==> src/hw/rtl/bpsr_pkg.sv <==
// ---------------------------------------------------------------------------
// bpsr_pkg: shared types and constants
// Box record, field widths and sequencer states for the box pair relation core
// ---------------------------------------------------------------------------
package bpsr_pkg;

  localparam int MAX_BOXES_DEF = 16;
  localparam int ID_W          = 16;
  localparam int COORD_W       = 24;
  localparam int UPM_W         = 20;
  localparam int SCORE_W       = 13;
  localparam int QUOT_W        = 12;
  localparam int ROOT_W        = 25;
  localparam int THR_W         = UPM_W + 2;
  localparam int GEO_W         = 32;

  localparam logic [UPM_W-1:0] UPM_RESET = 20'd4096;

  // full score, one in Q1.12
  localparam logic [SCORE_W-1:0] SCORE_ONE = SCORE_W'(4096);

  // request codes
  localparam logic REQ_WRITE = 1'b0;
  localparam logic REQ_QUERY = 1'b1;

  typedef struct packed {
    logic        [ID_W-1:0]    id;
    logic signed [COORD_W-1:0] min_x;
    logic signed [COORD_W-1:0] min_y;
    logic signed [COORD_W-1:0] min_z;
    logic signed [COORD_W-1:0] max_x;
    logic signed [COORD_W-1:0] max_y;
    logic signed [COORD_W-1:0] max_z;
    logic signed [COORD_W-1:0] center_x;
    logic signed [COORD_W-1:0] center_y;
  } box_t;

  typedef enum logic [3:0] {
    ST_IDLE,
    ST_LD_S,
    ST_LD_R,
    ST_SEP,
    ST_MUL_X,
    ST_MUL_Y,
    ST_MUL_U,
    ST_SQ_GO,
    ST_SQ_WAIT,
    ST_DIV_GO,
    ST_DIV_WAIT
  } state_t;

endpackage

==> src/hw/rtl/bpsr_sqrt.sv <==
// ---------------------------------------------------------------------------
// bpsr_sqrt: bit-serial integer square root
// Shifts the radicand in two bits a cycle and settles one root bit a cycle
// ---------------------------------------------------------------------------
module bpsr_sqrt #(
  parameter int W = bpsr_pkg::ROOT_W
) (
  input  logic           clk,
  input  logic           rst_n,
  input  logic           start,
  input  logic [2*W-1:0] rad,
  output logic [W-1:0]   root,
  output logic           done
);

  localparam int CW = $clog2(W + 1);

  logic [2*W-1:0] rad_r, rad_nxt;
  logic [W+1:0]   rem_r, rem_nxt;
  logic [W-1:0]   root_r, root_nxt;
  logic [CW-1:0]  cnt_r;
  logic           busy_r;
  logic           done_r;
  logic [W+1:0]   rem_sh;
  logic [W+1:0]   trial;
  logic           ge;

  // one root digit per step
  always_comb begin
    rem_sh   = {rem_r[W-1:0], rad_r[2*W-1 -: 2]};
    trial    = {root_r, 2'b01};
    ge       = (rem_sh >= trial);
    rem_nxt  = ge ? (rem_sh - trial) : rem_sh;
    root_nxt = {root_r[W-2:0], ge};
    rad_nxt  = {rad_r[2*W-3:0], 2'b00};
  end

  // control
  always_ff @(posedge clk) begin
    if (!rst_n) begin
      busy_r <= 1'b0;
      done_r <= 1'b0;
      cnt_r  <= '0;
    end else begin
      done_r <= 1'b0;
      if (start) begin
        busy_r <= 1'b1;
        cnt_r  <= CW'(W);
      end else if (busy_r) begin
        cnt_r <= cnt_r - 1'b1;
        if (cnt_r == CW'(1)) begin
          busy_r <= 1'b0;
          done_r <= 1'b1;
        end
      end
    end
  end

  // datapath
  always_ff @(posedge clk) begin
    if (start) begin
      rad_r  <= rad;
      rem_r  <= '0;
      root_r <= '0;
    end else if (busy_r) begin
      rad_r  <= rad_nxt;
      rem_r  <= rem_nxt;
      root_r <= root_nxt;
    end
  end

  assign root = root_r;
  assign done = done_r;

endmodule

==> config.mk <==
export PLATFORM = sky130hd
export DESIGN_NAME = bpsr_sqrt
export DESIGN_NICKNAME = d
export VERILOG_FILES = /design/src/hw/rtl/bpsr_pkg.sv /design/src/hw/rtl/bpsr_sqrt.sv
export SDC_FILE = /design/constraint.sdc
export NUM_CORES = 1
export LEC_CHECK = 0
export BUFFER_PORTS_ARGS = -buffer_cell sky130_fd_sc_hd__buf_2
export CORE_ASPECT_RATIO = 1.5
export CORE_MARGIN = 8
export CORE_UTILIZATION = 48
export DETAILED_ROUTE_END_ITERATION = 16
export GPL_TIMING_DRIVEN = 0
export PLACE_DENSITY = 0.74
export SLEW_MARGIN = 20
export SYNTH_ARGS = -nofsm -noshare
export SYNTH_HDL_FRONTEND = slang
export SYNTH_SLANG_ARGS = --single-unit
==> constraint.sdc <==
create_clock -name clk -period 4.45 [get_ports clk]
set_clock_uncertainty 0.2 [all_clocks]
set_input_delay 0.89 -clock clk [delete_from_list [all_inputs] [get_ports clk]]
set_output_delay 0.89 -clock clk [all_outputs]
set_load 0.005 [all_outputs]
-- Word-level counts from Yosys, hierarchy flattened
Index checks and enable logic that the tools add are counted.
- $add $sub $neg: 2
- multiply operators: 0
- divide/modulo/power cells: 0
- order comparisons: 1
- eq/ne operators: 1
- shift-type cells: 0
- mux-type cells: 9
- bitwise gates (word level): 2
- reductions and logical operators: 3
- operator list (operator ; number):
    $mux W50 ; 2
    $ge A27 B27 Y1 ; 1
    $mux W25 ; 1
    $sub A25 B25 Y25 ; 1
    $mux W5 ; 2
    $eq A5 B1 Y1 const B ; 1
    $sub A5 B1 Y5 const B ; 1
    $mux W1 ; 4
    $reduce_or A3 Y1 ; 1
    $not A1 Y1 ; 2
    $reduce_bool A2 Y1 ; 1
    $reduce_or A2 Y1 ; 1
- register bits after elaboration: 107
- bits in latches: 0
- bits in writable memories: 0
- ROM bits: 0
- input port bits: 53
- output and inout bits: 26
- memories kept: 0

-- Logic depth before layout (Yosys ltp)
- depth after elaboration: 4
- mapped depth: 12

-- Worst setup path after synthesis
Ideal clock, no wire load.
- kind: input-to-reg
- start point: in start
- end point: reg rad_r[0] (enable)
- arrival: 2.486 ns
- data required time: 3.846 ns
- slack: 1.360 ns
- stages on the path: 4
- path buffers: 2
- cells stage by stage: clkbuf_1 clkbuf_1 nor2_1 inv_1
- longest elaborated chain between the ends: 1
- RTL lines (item ; RTL line ; text):
    from (decl) ; bpsr_sqrt.sv:10 ; input logic start,
    $reduce_bool A2 Y1 (no source line) ; - ;
    to (signal assigned) ; bpsr_sqrt.sv:62 ; rad_r <= rad;
    to (signal assigned) ; bpsr_sqrt.sv:66 ; rad_r <= rad_nxt;
    to (decl) ; bpsr_sqrt.sv:18 ; logic [2*W-1:0] rad_r, rad_nxt;
No other way between the ends.
A chain may end at the register's enable or synchronous reset.

-- Worst setup path after layout
- start point: reg root_r[9] (netlist: root[9])
- end point: reg rem_r[24]
- longest elaborated chain between the ends: 2
- RTL lines (item ; RTL line ; text):
    from (decl) ; bpsr_sqrt.sv:20 ; logic [W-1:0] root_r, root_nxt;
    from (signal assigned) ; bpsr_sqrt.sv:68 ; root_r <= root_nxt;
    $sub A25 B25 Y25 / $ge A27 B27 Y1 (equally long branches) ; bpsr_sqrt.sv:33, bpsr_sqrt.sv:32 ;
    $mux W25 * ; bpsr_sqrt.sv:33 ; rem_nxt = ge ? (rem_sh - trial) : rem_sh;
    to (signal assigned) ; bpsr_sqrt.sv:67 ; rem_r <= rem_nxt;
    to (decl) ; bpsr_sqrt.sv:19 ; logic [W+1:0] rem_r, rem_nxt;
Every way passes the cells marked *; elsewhere a longest branch is shown, timed or not.

==> out/qor.csv <==
metric;value;unit
ys_top_cells_by_count;64 x nor2_1, 57 x dfxtp_1, 50 x edfxtp_1;
tightest_slew;0.804;ns
p_int;2700;uW
crit_path_start;root[9];
power_frac_seq;27.7;%
setup_viol;0;
r2r_slack;1.35;ns
postCtsSetupBuffers;0;
grt_max_degree;38;
reg2reg_depth;10;
finalNetCount;749;
n_antenna_cell;0;
grt_pass1_vias;4901;
crit_path_max_fanout;8;
initial_utilization;48.5;%
pwr-share-clk;18.0;%
whs;0.282;ns
grt_overflow_total;0;
gr-usage-all-layers;17.5;%
synth_top_area_share;25.1;%
combPwrFrac;54.2;%
chipWidth;107;um
post-dp-hpwl;10.7;mm
rows;50;
critical_path.endpoint;rem_r[24];
arrival;3.16;ns
worstReg2RegEnd;rem_r[24];
dp_slack;1.38;ns
syn_avg_cell_area;10.3;um2
synth_top_flop_cell;dfxtp_1;
fill_cells;1040;
async_reset_ff_share;0;%
ioPinCount;79;
startpoint_type;register;
wl_per_cell;16.9;um
vias;4673;
drc_errors;0;
path_class;reg -> reg;
maxSlewHeadroom;46.4;%
drv_slew;0;
max_freq;323;MHz
fin_crit;3.10;ns
ant_nets;0;
drtPass1Iterations;5;
stdcell_count;828;
cp-end-kind;register;
numPortBuffers;77;
htree_levels;3;
die_h;153;um
rsz0062_at_grt;no;
synth_area;5970;um2
dieArea;16300;um2
yosysUniqueCellTypes;62;
fin_tns_setup;0;ns
yosys.area.top_type;edfxtp_1;
netlist_instances;578;
synth.most_common_cell;nor2_1;
ys_seq_elements;107;
dp.cells;812;
vias_per_cell;5.64;
syn_to_final_growth;15.2;%
cts_tree;yes;
ctsHoldBuffers;0;
p_sw_share;41.1;%
drive_gt1_share;24.7;%
grt_pass1_wl;23.3;mm
ctsResizeCount;0;
ctsLongestPathBuffers;2;
core_area;12300;um2
reg2reg_from;root[9];
yosysSeqAreaShare;44.2;%
gp_congestion;0.917;
synth_edf_count;50;
outcome;complete, no violations;
hold_path.class;reg -> reg;
p_leak;0.00284;uW
root_buffer;clkbuf_16;
drt_iter0_drc;292;
required;4.52;ns
ys_warn_count;0;
clkTransAtPathRegs;0.08;ns
synthTopCellsByArea;edfxtp_1 25%, dfxtp_1 19%, mux2_2 9.1%;
peakVddDrop;0.326;mV
p_per_area;667;nW/um2
clk_latency;0.35;ns
antenna_found_initial;0;
numCtsBuffers;9;
p_switching;1890;uW
cts_sinks;107;
power;4590;uW
hold_viol;0;
drv_cap;0;
period_share;69.6;%
wl;14.0;mm
synth.net_count;660;
setup_ws;1.35;ns
-- power by group through the flow --
stage / clock network (uW) / registers (uW) / logic (uW)
after CTS: 840 / 1270 / 2470
final: 829 / 1270 / 2490
after floorplan: 0 / 1250 / 1970
after global placement: 0 / 1290 / 2400
after global routing: 881 / 1290 / 2730
after detailed placement: 0 / 1290 / 2460
-- layer usage --
layer | part of all wire, % | wire, um | vias to the layer above | track usage (%)
met2 | 52 | 7290 | 153 | 31.7
met5 | 0 | 0 | - | 0
met4 | 3.7 | 516 | 0 | 7.81
met1 | 39 | 5380 | 2213 | 17.9
li1 | - | - | 2268 | -
met3 | 5.6 | 784 | 39 | 4.83
-- worst max-delay path: stages (launching register included) --
cell and delay [ns]:
dfxtp_1 0.39, inv_1 0.06, ha_1 0.27, buf_2 0.18, and3_1 0.26, o2111ai_1 0.13, a31o_1 0.25, a31oi_1 0.46
mux2_1 0.38, a31o_1 0.18, a311oi_1 0.24
-- cells by family after synthesis --
kind of cell / count (synthesis) / share of synthesized area, %
and+or+nand+nor: 156 / 12.8
AOI/OAI and AO/OA: 110 / 12.8
DFF: 107 / 44.2
muxes: 88 / 15.8
buffers and inverters: 64 / 4.76
adders and majority gates: 29 / 6.08
xor gates and xnor gates: 24 / 3.52
-- metrics by stage --
stage                     cell area (um2)  utilization (%)
after floorplan                      5970                -
after CTS                            6880             55.8
after global placement               6550             53.2
after detailed placement             6570             53.3
after global routing                 6880             55.8
final                                6880             55.8
-- flip-flops by register name (all words and copies together), names as in the netlist --
signal  cells
done        1
rem_r      25
busy_r      1
rad_r      50
root       25
cnt_r       5
-- layout by cell type (no fill, tap or decap), types with 10 or more instances in the layout --
cell,n
buf_2,84
nor2_1,64
dfxtp_1,57
edfxtp_1,50
mux2_2,48
mux2i_1,39
inv_1,32
nand2_1,29
ha_1,29
a21oi_1,22
a211oi_1,14
xor2_1,13
clkbuf_1,11
xnor2_1,11
a21o_1,10
o21ai_1,10
-- worst min path at each step --
| stage | slack (ns) | cells after the start | start | end |
|---|---|---|---|---|
| 2_1_floorplan | 0.24 | 2 | rem_r[0] | rem_r[0] |
| 3_3_place_gp | 0.26 | 2 | rem_r[0] | rem_r[0] |
| 3_5_place_dp | 0.27 | 2 | rem_r[8] | rem_r[8] |
| 4_1_cts | 0.28 | 2 | rem_r[8] | rem_r[8] |
| 5_1_grt | 0.32 | 2 | rem_r[0] | rem_r[0] |
| 6_report | 0.28 | 2 | rem_r[0] | rem_r[0] |
-- area by class of cell --
class | count | area, um2 | share of cell area (%)
Clock buffer | 9 | 225 | 3.27
Buffer | 31 | 160 | 2.33
Timing Repair Buffer | 78 | 405 | 5.89
Inverter | 33 | 124 | 1.80
Multi-Input combinational cell | 407 | 3050 | 44.3
Clock inverter | 7 | 83.8 | 1.22
Sequential cell | 107 | 2640 | 38.4
Tap cell | 156 | 195 | 2.84
Power figures use the tool's default switching activity.
