$ cat src/hw/rtl/bpsr_pkg.sv
// ---------------------------------------------------------------------------
// bpsr_pkg: shared types and constants
// Box record, field widths and sequencer states for the box pair relation core
// ---------------------------------------------------------------------------
package bpsr_pkg;

  localparam int MAX_BOXES_DEF = 16;
  localparam int ID_W          = 16;
  localparam int COORD_W       = 24;
  localparam int UPM_W         = 20;
  localparam int SCORE_W       = 13;
  localparam int QUOT_W        = 12;
  localparam int ROOT_W        = 25;
  localparam int THR_W         = UPM_W + 2;
  localparam int GEO_W         = 32;

  localparam logic [UPM_W-1:0] UPM_RESET = 20'd4096;

  // full score, one in Q1.12
  localparam logic [SCORE_W-1:0] SCORE_ONE = SCORE_W'(4096);

  // request codes
  localparam logic REQ_WRITE = 1'b0;
  localparam logic REQ_QUERY = 1'b1;

  typedef struct packed {
    logic        [ID_W-1:0]    id;
    logic signed [COORD_W-1:0] min_x;
    logic signed [COORD_W-1:0] min_y;
    logic signed [COORD_W-1:0] min_z;
    logic signed [COORD_W-1:0] max_x;
    logic signed [COORD_W-1:0] max_y;
    logic signed [COORD_W-1:0] max_z;
    logic signed [COORD_W-1:0] center_x;
    logic signed [COORD_W-1:0] center_y;
  } box_t;

  typedef enum logic [3:0] {
    ST_IDLE,
    ST_LD_S,
    ST_LD_R,
    ST_SEP,
    ST_MUL_X,
    ST_MUL_Y,
    ST_MUL_U,
    ST_SQ_GO,
    ST_SQ_WAIT,
    ST_DIV_GO,
    ST_DIV_WAIT
  } state_t;

endpackage

$ cat src/hw/rtl/bpsr_div.sv
// ---------------------------------------------------------------------------
// bpsr_div: bit-serial fraction divider
// Gives floor(num * 2^QW / den) for num below den, one quotient bit a cycle
// ---------------------------------------------------------------------------
module bpsr_div #(
  parameter int NW = bpsr_pkg::THR_W,
  parameter int QW = bpsr_pkg::QUOT_W
) (
  input  logic          clk,
  input  logic          rst_n,
  input  logic          start,
  input  logic [NW-1:0] num,
  input  logic [NW-1:0] den,
  output logic [QW-1:0] quot,
  output logic          done
);

  localparam int CW = $clog2(QW + 1);

  logic [NW-1:0] rem_r, rem_nxt;
  logic [NW-1:0] den_r;
  logic [QW-1:0] q_r, q_nxt;
  logic [CW-1:0] cnt_r;
  logic          busy_r;
  logic          done_r;
  logic [NW:0]   rem_sh;
  logic          ge;

  // restoring step, remainder stays below the divisor
  always_comb begin
    rem_sh  = {rem_r, 1'b0};
    ge      = (rem_sh >= {1'b0, den_r});
    rem_nxt = ge ? NW'(rem_sh - {1'b0, den_r}) : rem_sh[NW-1:0];
    q_nxt   = {q_r[QW-2:0], ge};
  end

  // control
  always_ff @(posedge clk) begin
    if (!rst_n) begin
      busy_r <= 1'b0;
      done_r <= 1'b0;
      cnt_r  <= '0;
    end else begin
      done_r <= 1'b0;
      if (start) begin
        busy_r <= 1'b1;
        cnt_r  <= CW'(QW);
      end else if (busy_r) begin
        cnt_r <= cnt_r - 1'b1;
        if (cnt_r == CW'(1)) begin
          busy_r <= 1'b0;
          done_r <= 1'b1;
        end
      end
    end
  end

  // datapath
  always_ff @(posedge clk) begin
    if (start) begin
      rem_r <= num;
      den_r <= den;
      q_r   <= '0;
    end else if (busy_r) begin
      rem_r <= rem_nxt;
      q_r   <= q_nxt;
    end
  end

  assign quot = q_r;
  assign done = done_r;

endmodule

$ cat config.mk
export PLATFORM = sky130hd
export DESIGN_NAME = bpsr_div
export DESIGN_NICKNAME = d
export VERILOG_FILES = /design/src/hw/rtl/bpsr_pkg.sv /design/src/hw/rtl/bpsr_div.sv
export SDC_FILE = /design/constraint.sdc
export NUM_CORES = 1
export LEC_CHECK = 0
export BUFFER_PORTS_ARGS = -buffer_cell sky130_fd_sc_hd__buf_2
export CAP_MARGIN = 10
export CORE_ASPECT_RATIO = 0.6
export CORE_MARGIN = 1
export CORE_UTILIZATION = 49
export CTS_CLUSTER_SIZE = 12
export DETAILED_ROUTE_END_ITERATION = 10
export PLACE_DENSITY_LB_ADDON = 0.08
export SYNTH_ARGS = -nofsm -noshare
export SYNTH_HDL_FRONTEND = slang
export SYNTH_SLANG_ARGS = --single-unit
$ cat constraint.sdc
create_clock -name clk -period 3.4 [get_ports clk]
set_clock_uncertainty 0.1 [all_clocks]
set_input_delay 0.51 -clock clk [delete_from_list [all_inputs] [get_ports clk]]
set_output_delay 0.51 -clock clk [all_outputs]
set_load 0.01 [all_outputs]
-- Word level (Yosys, flattened, before mapping)
Cells that the tools add are included.
- $add $sub $neg: 2
- multiply operators: 0
- divide/modulo/power cells: 0
- $lt $le $gt $ge: 1
- equal/unequal tests: 1
- shifts and indexed selects: 0
- mux-type cells: 9
- bitwise logic cells: 2
- reductions and logical operators: 3
- operators with widths (operator ; count):
    $mux W22 ; 3
    $ge A23 B22 Y1 ; 1
    $sub A22 B22 Y22 ; 1
    $mux W4 ; 2
    $eq A4 B1 Y1 const B ; 1
    $mux W1 ; 4
    $sub A4 B1 Y4 const B ; 1
    $reduce_or A3 Y1 ; 1
    $not A1 Y1 ; 2
    $reduce_bool A2 Y1 ; 1
    $reduce_or A2 Y1 ; 1
- bits in registers: 62
- bits in latches: 0
- memory bits (writable): 0
- ROM bits: 0
- input port bits: 47
- output and inout port bits: 13
- memories kept: 0

-- Depth between registers and ports, before layout
- depth after elaboration: 4
- gate-level depth with buffers: 12
- gate-level depth less buffers: 10

-- Worst setup path before layout
No wires, ideal clock.
- path kind: reg-to-reg
- from: register rem_r[7]
- to: register rem_r[13] (data pin)
- setup time: 0.260 ns
- data arrival time: 2.963 ns
- required time: 3.040 ns
- slack: 0.077 ns
- stages on the path, launching flop included: 11
- path buffers: 1
- clock period less this slack: 3.323 ns
- cell sequence: edfxtp_1 > ha_1 > a21o_1 > a21o_1 > a221oi_2 > o21ai_2 > a311o_2 > a31oi_4 > buf_8 > mux2_2 > mux2_2
- word-level cells in the longest chain between the ends: 4
- RTL lines (what ; line ; text):
    start, declared ; bpsr_div.sv:20 ; logic [NW-1:0] rem_r, rem_nxt;
    start signal, assigned ; bpsr_div.sv:61 ; rem_r <= num;
    start signal, assigned ; bpsr_div.sv:65 ; rem_r <= rem_nxt;
    $sub A22 B22 Y22 / $ge A23 B22 Y1 (equally long branches) ; bpsr_div.sv:33, bpsr_div.sv:32 ;
    $mux W22 (*) ; bpsr_div.sv:33 ; rem_nxt = ge ? NW'(rem_sh - {1'b0, den_r}) : rem_sh[NW-1:0];
    $mux W22 (*) ; bpsr_div.sv:64 ; end else if (busy_r) begin
    $mux W22 (*) ; bpsr_div.sv:60 ; if (start) begin
Every way passes the cells marked *; elsewhere a longest branch is shown, timed or not. The select of a mux whose other input is x is not followed.
A chain may end at the register's enable or synchronous reset.

-- Worst setup path after layout
- from: register rem_r[7]
- to: register rem_r[10] (data pin)
Same word-level chain as after synthesis.

==> flow_summary.yaml <==
final_layout:
  final_cells: 515
  multi_input_area_sq_um: 1840
  seq_area_sq_um: 1680
  diodes: 0
  nets: 478
  n_fill_cell: 650
  areaGrowthSynthToFinish_pct: 19.9
  drive_gt1_share_pct: 28.7
worst_setup_path:
  rrSetupSlack_ns: 0.17
  endpoint_kind: "flop"
  worst_r2r_endpoint: "rem_r[10]$_DFFE_PP_"
  reg2reg_from: "rem_r[7]$_DFFE_PP_"
  crit_type: "reg -> reg"
  worstPathRequired_ns: 3.38
  critPathMaxFanout: 14
  critPathLaunchType: "flop"
  critPathArrivalTime_ns: 3.20
  r2r_cells: 10
clocking:
  clock_sinks: 62
  cts_tree: "built"
  cts-root-buf: "clkbuf_16"
  cts_resized: 0
  clk_pin_slew_ns: 0.05
  clk_latency_ns: 0.33
  htreeDepth: 3
  cts-buffers-inserted: 9
  cts_max_path_buffers: 2
  cts_setup_buffers: 0
yosys:
  syn_area_sq_um: 3690
  ys.flop_type: "edfxtp_1"
  yosys_warnings: 0
  synth.avg_cell_area_sq_um: 11.1
  synth.largest_area_cell: "edfxtp_1"
  synth-seq-cells: 62
  syn-num-nets: 406
  synth_cells: 334
  ys_top_cells_by_count: "44 x edfxtp_1, 27 x inv_1, 26 x mux2_2, 26 x nor2_1, 24 x ha_1"
  yosysUniqueCellTypes: 53
  synth_area_leaders: "edfxtp_1 36%, dfxtp_1 9.8%, ha_1 8.1%"
  synth_edf_count: 44
  synth_seq_area_share_pct: 45.6
  yosys.cell_count.top_type: "edfxtp_1"
  synth_top_cell_area_share_pct: 35.8
  async_flop_share_pct: 0
global_routing:
  grt_max_degree: 39
  grt_antenna_before_repair: 0
  first_global_vias: 2581
  grt_pass1_wl_um: 12600
  track_usage_pct: 20.8
  gr-total-overflow: 0
hold_path:
  whs_path_depth: 1
  min_path_type: "in -> reg"
  hold_path_end: "den_r[4]$_DFFE_PP_"
  hold_path_startpoint: "den[4]"
route:
  vias: 2715
  drc_errors: 0
  drt_pass1_iterations: 5
  post_drt_wl_per_cell_um: 14.5
  drt_wl_total_um: 7450
  drt-initial-drc-count: 100
  viasPerCell: 5.27
  drtAntennaViolNets: 0
sta:
  finalHoldViolCount: 0
  tightest_slew_ns: 0.711
  period_share_pct: 94.9
  fmax_ghz: 0.310
  rsz0062_at_grt: "no"
  maxSlewViolCount: 0
  setup_viol: 0
  slew_headroom_pct: 52.6
  setup_tns_ns: 0
  fin_crit_ns: 3.23
power:
  power_mw: 3.32
  leakage_nw: 1.96
  vdd_drop_max_mv: 0.370
  p_per_area_nw_per_um2: 749
die:
  die_h_um: 69.2
  rows: 24
  io-pin-count: 60
  die_x_um: 114
  die-area_sq_um: 7900
  core-area_sq_um: 7270
  start_util_pct: 50.8
placed_design:
  dp_hpwl_um: 5530
  gp_congestion: 0.847
  io_buffers: 59
  dp_cells: 499
flow_run:
  drv_cap: 0
run_status:
  status: "completed"
-- per-layer routing --
metal / global-route usage [%] / routed length [um] / up-vias
met1: 31.6 / 4080 / 1274
li1: - / - / 1367
met3: 6.99 / 387 / 12
met2: 26.5 / 2870 / 62
met4: 8.51 / 123 / 0
met5: 0 / 0 / -
-- layout make-up --
type,count,area share (%)
tap,104,2.94
inverter,27,2.29
multi-input combinational,235,41.6
clock buffer,15,6.05
clock inverter,1,0.113
sequential,62,38.0
timing repair buffer,71,8.99
-- cell usage in the layout (no fill, tap or decap), drive strengths merged, types with 4 or more instances in the layout --
cell	instances
ha	24
nand2b	4
a211oi	4
a31oi	6
o31ai	4
buf	71
a21o	12
a21oi	16
inv	27
mux2	26
xnor2	11
mux2i	14
nor2	26
o21a	6
nand2	17
nor2b	5
dfxtp	18
xor2	9
nor3	6
o21ai	10
edfxtp	44
clkbuf	15
-- metrics by stage --
stage	hold WS [ns]	util [%]	instance area (sq um)	worst slack, ns
5_1_grt	0.240	60.9	4430	0.0363
2_1_floorplan	0.358	-	3690	0.0771
3_5_place_dp	0.397	57.1	4150	0.135
6_report	0.249	60.9	4430	0.173
3_3_place_gp	0.377	57.1	4150	0.219
4_1_cts	0.235	60.9	4430	0.117
-- what timing repair did --
item                                    CTS  global route
endpoints found under the hold margin     0             0
endpoints found under the setup margin    0             1
hold buffers                              0             0
-- critical path, stage by stage (launching register included) --
cell	delay [ns]
edfxtp_1	0.40
ha_1	0.33
a21o_1	0.20
a21o_1	0.18
a221oi_2	0.23
o21ai_2	0.09
a311o_2	0.44
a31oi_4	0.22
buf_12	0.18
mux2_2	0.34
mux2_2	0.26
-- power by group --
part	internal, mW	total [mW]	switching (mW)	leakage, nW
Sequential	0.977	1.04	0.0675	0.584
Clock	0.531	0.829	0.297	0.134
Combinational	0.718	1.44	0.724	1.25
-- how the worst max path moves through the flow --
stage / from / endpoint / cells past startpoint
finish: rem_r[7]$_DFFE_PP_ / rem_r[10]$_DFFE_PP_ / 10
global route: rem_r[6]$_DFFE_PP_ / rem_r[10]$_DFFE_PP_ / 10
CTS: rem_r[7]$_DFFE_PP_ / rem_r[10]$_DFFE_PP_ / 10
detailed placement: rem_r[7]$_DFFE_PP_ / rem_r[10]$_DFFE_PP_ / 10
global placement: rem_r[6]$_DFFE_PP_ / rem_r[16]$_DFFE_PP_ / 10
floorplan: rem_r[7]$_DFFE_PP_ / rem_r[13]$_DFFE_PP_ / 10
-- registers in the layout, summed over array words and instances (netlist names) --
signal	count
busy_r	1
cnt_r	4
den_r	22
done	1
quot	12
rem_r	22
-- kinds of logic (layout without fill, tap and decap cells) --
family,Yosys count,count (layout),share of synthesized area (%)
and+or+nand+nor,78,78,10.6
AOI/OAI and AO/OA,72,72,14.1
DFF,62,62,45.6
muxes,40,40,11.7
buffers and inverters,37,114,4.54
adders and majority gates,25,25,8.68
xor gates and xnor gates,20,20,4.75
No activity file was read; power rests on OpenSTA's default activity.
